==> config.mk <==
export PLATFORM = sky130hd
export DESIGN_NAME = csf_div
export DESIGN_NICKNAME = d
export VERILOG_FILES = /design/src/rtl/csf_pkg.sv /design/src/rtl/csf_div.sv
export SDC_FILE = /design/constraint.sdc
export NUM_CORES = 1
export LEC_CHECK = 0
export ABC_AREA = 1
export BUFFER_PORTS_ARGS = -buffer_cell sky130_fd_sc_hd__buf_2
export CAP_MARGIN = 20
export CORE_UTILIZATION = 48
export DETAILED_ROUTE_END_ITERATION = 10
export PLACE_DENSITY = 0.74
export SYNTH_ARGS = -nofsm -noshare
export SYNTH_HDL_FRONTEND = slang
export SYNTH_SLANG_ARGS = --single-unit
==> constraint.sdc <==
create_clock -name clk -period 1.8 [get_ports clk]
set_input_delay 0.18 -clock clk [delete_from_list [all_inputs] [get_ports clk]]
set_output_delay 0.18 -clock clk [all_outputs]
set_load 0.05 [all_outputs]
==> src/rtl/csf_pkg.sv <==
// Shared constants and types for the coprime sieve filter.
// Used by csf_div and coprime_sieve_filter_top; depends on nothing.
package csf_pkg;

  localparam int MapDepth = 4096;
  localparam int AddrW    = 12;
  localparam int ValW     = 16;
  localparam int CntW     = 13;
  localparam int DivW     = 9;
  localparam int WideW    = 17;

  localparam logic [1:0] CMD_INSERT = 2'd0;
  localparam logic [1:0] CMD_TEST   = 2'd1;
  localparam logic [1:0] CMD_SEARCH = 2'd2;
  localparam logic [1:0] CMD_CLEAR  = 2'd3;

  // divider status toward the sequencer
  typedef struct packed {
    logic busy;
    logic done;
  } csf_div_sts_t;

endpackage

==> src/rtl/csf_div.sv <==
// Restoring divider, one quotient bit per cycle.
// Depends on csf_pkg.
module csf_div (
  input  logic                         clk,
  input  logic                         rst_n,
  input  logic                         start,
  input  logic [csf_pkg::ValW-1:0]     dividend,
  input  logic [csf_pkg::DivW-1:0]     divisor,
  output csf_pkg::csf_div_sts_t        sts,
  output logic [csf_pkg::ValW-1:0]     quot,
  output logic [csf_pkg::DivW-1:0]     rem
);
  import csf_pkg::*;

  logic [ValW-1:0] dvd_r, dvd_nxt;
  logic [DivW-1:0] rem_r, rem_nxt, dsr_r, dsr_nxt;
  logic [3:0]      cnt_r, cnt_nxt;
  logic            busy_r, busy_nxt, done_r, done_nxt;
  logic [DivW:0]   trial;

  // shift in one dividend bit, subtract when it fits
  always_comb begin
    dvd_nxt  = dvd_r;
    rem_nxt  = rem_r;
    dsr_nxt  = dsr_r;
    cnt_nxt  = cnt_r;
    busy_nxt = busy_r;
    done_nxt = 1'b0;
    trial    = {rem_r, dvd_r[ValW-1]};
    if (start) begin
      dvd_nxt  = dividend;
      rem_nxt  = '0;
      dsr_nxt  = divisor;
      cnt_nxt  = 4'd15;
      busy_nxt = 1'b1;
    end else if (busy_r) begin
      if (trial >= {1'b0, dsr_r}) begin
        rem_nxt = DivW'(trial - {1'b0, dsr_r});
        dvd_nxt = {dvd_r[ValW-2:0], 1'b1};
      end else begin
        rem_nxt = trial[DivW-1:0];
        dvd_nxt = {dvd_r[ValW-2:0], 1'b0};
      end
      cnt_nxt = cnt_r - 4'd1;
      if (cnt_r == 4'd0) begin
        busy_nxt = 1'b0;
        done_nxt = 1'b1;
      end
    end
  end

  always_ff @(posedge clk) begin
    if (!rst_n) begin
      busy_r <= 1'b0;
      done_r <= 1'b0;
      cnt_r  <= '0;
    end else begin
      busy_r <= busy_nxt;
      done_r <= done_nxt;
      cnt_r  <= cnt_nxt;
    end
  end

  always_ff @(posedge clk) begin
    dvd_r <= dvd_nxt;
    rem_r <= rem_nxt;
    dsr_r <= dsr_nxt;
  end

  assign sts.busy = busy_r;
  assign sts.done = done_r;
  assign quot     = dvd_r;
  assign rem      = rem_r;

endmodule
* Word level (Yosys, flattened, before mapping)
Index checks and enable logic that the tools add are counted.
** Storage, ports and cells
- Register bits after elaboration :: 40
- Output and inout bits :: 27
- Word-level logic and storage cells :: 24
** Cells by class
- $add $sub $neg :: 2
- $lt $le $gt $ge :: 1
- Multiplexer cells :: 10
- Bitwise logic cells :: 2
- Reduce and logical (&&, ||, !) cells :: 3
** Operators by type and width (number)
- 16-bit two-way mux :: 2
- 10-bit by 9-bit greater-or-equal comparator with 1-bit output :: 1
- 9-bit two-way mux :: 1
- 9-bit subtractor :: 1
- 4-bit two-way mux :: 2
- 1-bit two-way mux :: 5
- 4-bit logical NOT :: 1
- 4-bit by 1-bit subtractor with 4-bit output (second input constant) :: 1
- 3-bit OR reduction :: 1
- 1-bit NOT :: 2
- 2-bit nonzero test :: 1

* Depth between registers and ports, before layout
- Word-level depth :: 4
- Mapped depth :: 12

* Worst setup path before layout
Ideal clock, no wire load.
- Path kind :: reg2reg
- Start point :: reg dvd_r[15], in the netlist quot[15]
- End point :: reg rem_r[4], in the netlist rem[4]
- Library setup time :: 0.133 ns
- Arrival time :: 1.958 ns
- Data required time :: 1.667 ns
- Setup slack :: -0.291 ns
- Cell stages (with the launch flop) :: 12
- Path buffers :: 1
- Clock period less this slack :: 2.091 ns
- Cell sequence :: edfxtp_1 > inv_1 > ha_1 > inv_1 > fa_1 > nand2_1 > nand3_2 > nand2_2 > buf_6 > nand3_1 > nand3_1 > o21ai_2
** On the way
- Cells in the longest elaborated chain, start to end :: 2
** RTL lines
- start: declaration :: RTL line csf_div.sv:15 : logic [ValW-1:0] dvd_r, dvd_nxt;
- start signal: assignment :: RTL line csf_div.sv:65 : dvd_r <= dvd_nxt;
- 9-bit subtractor or 10-bit by 9-bit greater-or-equal comparator with 1-bit output (tied branches) :: RTL line csf_div.sv:38, csf_div.sv:37
- 9-bit two-way mux * :: RTL line csf_div.sv:37 : if (trial >= {1'b0, dsr_r}) begin
- end signal: assignment :: RTL line csf_div.sv:66 : rem_r <= rem_nxt;
- end: declaration :: RTL line csf_div.sv:16 : logic [DivW-1:0] rem_r, rem_nxt, dsr_r, dsr_nxt;
Every way passes the cells marked *; elsewhere a longest branch is shown, timed or not.
A chain may end at the register's enable or synchronous reset.

* Final worst setup path
- Start point :: reg dvd_r[15], in the netlist quot[15]
- End point :: reg rem_r[6], in the netlist rem[6]
Same word-level chain as after synthesis.

==> results.sh <==
export IMPL_synth_fp_nets=302
export IMPL_crit_arrival_ns=1.98
export IMPL_max_cap_viol_count=0
export IMPL_setup_viol=0
export IMPL_wl_met2_um=2223
export IMPL_placementRows=24
export IMPL_h_tree_depth=2
export IMPL_synth_top_area_frac=0.3468
export IMPL_worst_slew_pin_slew_ns=0.5689
export IMPL_wirelength_um=4655
export IMPL_internal_power_w=0.001507
export IMPL_powerDensity_nw_per_um2=816.5
export IMPL_synth_warnings=0
export IMPL_final_cell_area_um2=2748
export IMPL_hold_class="in2reg"
export IMPL_die_area_um2=4782
export IMPL_multi_input_comb_area_um2=982.2
export IMPL_seqPwrFrac=0.489
export IMPL_finalHoldViolCount=0
export IMPL_cts_hold_buffers=0
export IMPL_cp_data_required_time_ns=1.99
export IMPL_fp_dieH_um=69.16
export IMPL_via_count=1876
export IMPL_vdd_drop_max_mv=0.5059
export IMPL_critPathSlowestCell="edfxtp_1"
export IMPL_initialDrtViolationCount=112
export IMPL_pwr_share_clk=0.261
export IMPL_status="complete, no violations"
export IMPL_max_freq_ghz=0.5600
export IMPL_period_minus_slack_ns=1.786
export IMPL_layout_nets=371
export IMPL_slew_headroom=0.6203
export IMPL_first_pass_iters=4
export IMPL_wl_per_cell_um=12.09
export IMPL_routed_wl_met3_um=240
export IMPL_start_util=0.4971
export IMPL_synth_edff_count=25
export IMPL_ys_async_sr_fraction=0
export IMPL_cp_top_family="adder cells"
export IMPL_final_max_slew_viol_count=0
export IMPL_syn2layout_area_growth_pct=26.94
export IMPL_viasPerCell=4.873
export IMPL_critPathMostFrequentCell="inv_2"
export IMPL_fin_util=0.6310
export IMPL_grt_max_degree=22
export IMPL_clkSlewWorstSetupHoldPaths_ns=0.08
export IMPL_dpl_instance_area_um2=2574
export IMPL_wl_met1_um=2123
export IMPL_diodes=0
export IMPL_crit_fanout=4
export IMPL_critPathCaptureType="register"
export IMPL_fillers=376
export IMPL_synth_area_leaders="edfxtp_1, nand2_1, dfxtp_1"
export IMPL_cts_tree="done"
export IMPL_synth_seq_cells=40
export IMPL_p_switching_w=0.0007363
export IMPL_antenna_found_initial=0
export IMPL_netlist_area_um2=2165
export IMPL_cts_made_buffers=5
export IMPL_track_usage=0.2007
export IMPL_critPathMaxStageDelay_ns=0.40
export IMPL_path_cells="inv_2 > ha_4 > inv_2 > fa_2 > nand2_2 > nand3_2 > nand2_4 > buf_6 > nand3b_1 > nand3_1 > nand2_1"
export IMPL_switching_share=0.3282
export IMPL_drc=0
export IMPL_gr_total_overflow=0
export IMPL_grt_pass1_vias=1712
export IMPL_cts_sinks=40
export IMPL_yosys_area_top_type="edfxtp_1"
export IMPL_synthCells=263
export IMPL_post_route_period_util=0.9921
export IMPL_synth_ff_type="edfxtp_1"
export IMPL_finClkSkew_ns=0.009157
export IMPL_synth_most_common_cell="nand2_1"
export IMPL_cts_buffer_depth=2
export IMPL_rsz0062_at_grt="true"
export IMPL_crit_path_start_kind="register"
export IMPL_path_buf_inv=3
export IMPL_drive_above_1_share=0.3243
export IMPL_path_class="reg2reg"
export IMPL_die_w_um=69.16
export IMPL_avgSynthCellArea_um2=8.230
export IMPL_io_buffers=54
export IMPL_antenna_left=0
export IMPL_dp_hpwl_um=3449
export IMPL_synth_seq_area_share=0.4855
export IMPL_cts_root_buf="clkbuf_8"
export IMPL_gp_congestion=0.9046
export IMPL_seq_area_um2=1051
export IMPL_leakagePower_nw=1.463
export IMPL_core_area_um2=4354
export IMPL_top_layer="met4"
export IMPL_p_comb_frac=0.251
export IMPL_clk_latency_ns=0.30
export IMPL_top_level_ports=55
export IMPL_grt_pass1_wl_um=7590
export IMPL_synthDistinctLibCells=28
export IMPL_synthTopCellsByCount="nand2_1, inv_1, edfxtp_1"
## registers in the layout, indices dropped and copies added (netlist names)
signal and count:
quot 16, dsr_r 9, rem 9, cnt_r 4
busy_r 1, done_r 1
## cells by family after synthesis
family                     synth area share
AOI/OAI and AO/OA                   0.04624
DFF                                  0.4856
adders and majority gates           0.06705
xor gates and xnor gates            0.01214
buffers and inverters               0.09537
and+or+nand+nor                      0.2936
## worst paths after layout
check | from | to | slack (ns) | cells after the start
setup / recovery | quot[15] | rem[6] | 0.01 | 11
hold / removal | divisor[0] | dsr_r[0] | 0.06 | 1
setup reg to reg | quot[15] | rem[6] | 0.01 | 11
hold reg to reg | cnt_r[3] | done_r | 0.48 | 1
## what timing repair did
| action | in CTS | in global routing |
|---|---|---|
| endpoints found under the setup margin | 0 | 20 |
| hold endpoints to repair | 0 | 0 |
| resized for setup | 0 | 20 |
| buffers inserted | 0 | 1 |
## final cells by class
| type | count | share of cell area |
|---|---|---|
| sequential | 40 | 0.3825 |
| inverter | 40 | 0.05464 |
| clock buffer | 6 | 0.02641 |
| tap | 52 | 0.02368 |
| clock inverter | 2 | 0.004554 |
| multi-input combinational | 175 | 0.3575 |
| timing repair buffer | 70 | 0.1507 |
## power by group through the flow
stage | Sequential (W) | Combinational (W) | Clock, W
finish | 0.00110 | 0.000562 | 0.000585
global route | 0.00111 | 0.000611 | 0.000639
CTS | 0.00110 | 0.000537 | 0.000602
global placement | 0.00111 | 0.000532 | 0
detailed placement | 0.00112 | 0.000535 | 0
floorplan | 0.00127 | 0.000229 | 0
## placed cells by master, fill, tap and decap left out, types with 2 or more instances in the layout
master / n
buf_6: 3
o21ai_0: 3
buf_2: 54
nand3_1: 18
nand2_2: 6
nor2_1: 10
nand3_2: 9
dfxtp_1: 15
o21ai_1: 3
nand3b_1: 3
ha_1: 9
inv_1: 38
a31oi_1: 2
inv_2: 2
nand2_1: 88
o21ai_2: 2
nor2_2: 4
a21oi_1: 3
edfxtp_1: 25
xnor2_1: 3
clkbuf_8: 5
nand2_4: 2
buf_4: 12
## through the flow
step	setup TNS [ns]	cells	hold WS, ns	worst slack [ns]	total power (W)
after global routing	-0.5238	385	0.04375	-0.06708	0.002357
final	0	385	0.05814	0.01423	0.002244
after global placement	0	376	0.3564	0.06629	0.001646
after CTS	0	384	0.04789	0.01783	0.002234
after floorplan	-1.580	263	0.2776	-0.1868	0.001499
after detailed placement	0	376	0.3583	0.03631	0.001651
## routing by layer
layer | up-vias | global-route usage
met5 | - | 0
met4 | 0 | 0.07710
met3 | 7 | 0.04386
met2 | 40 | 0.3020
met1 | 854 | 0.2827
li1 | 975 | -
Power figures use the tool's default switching activity.
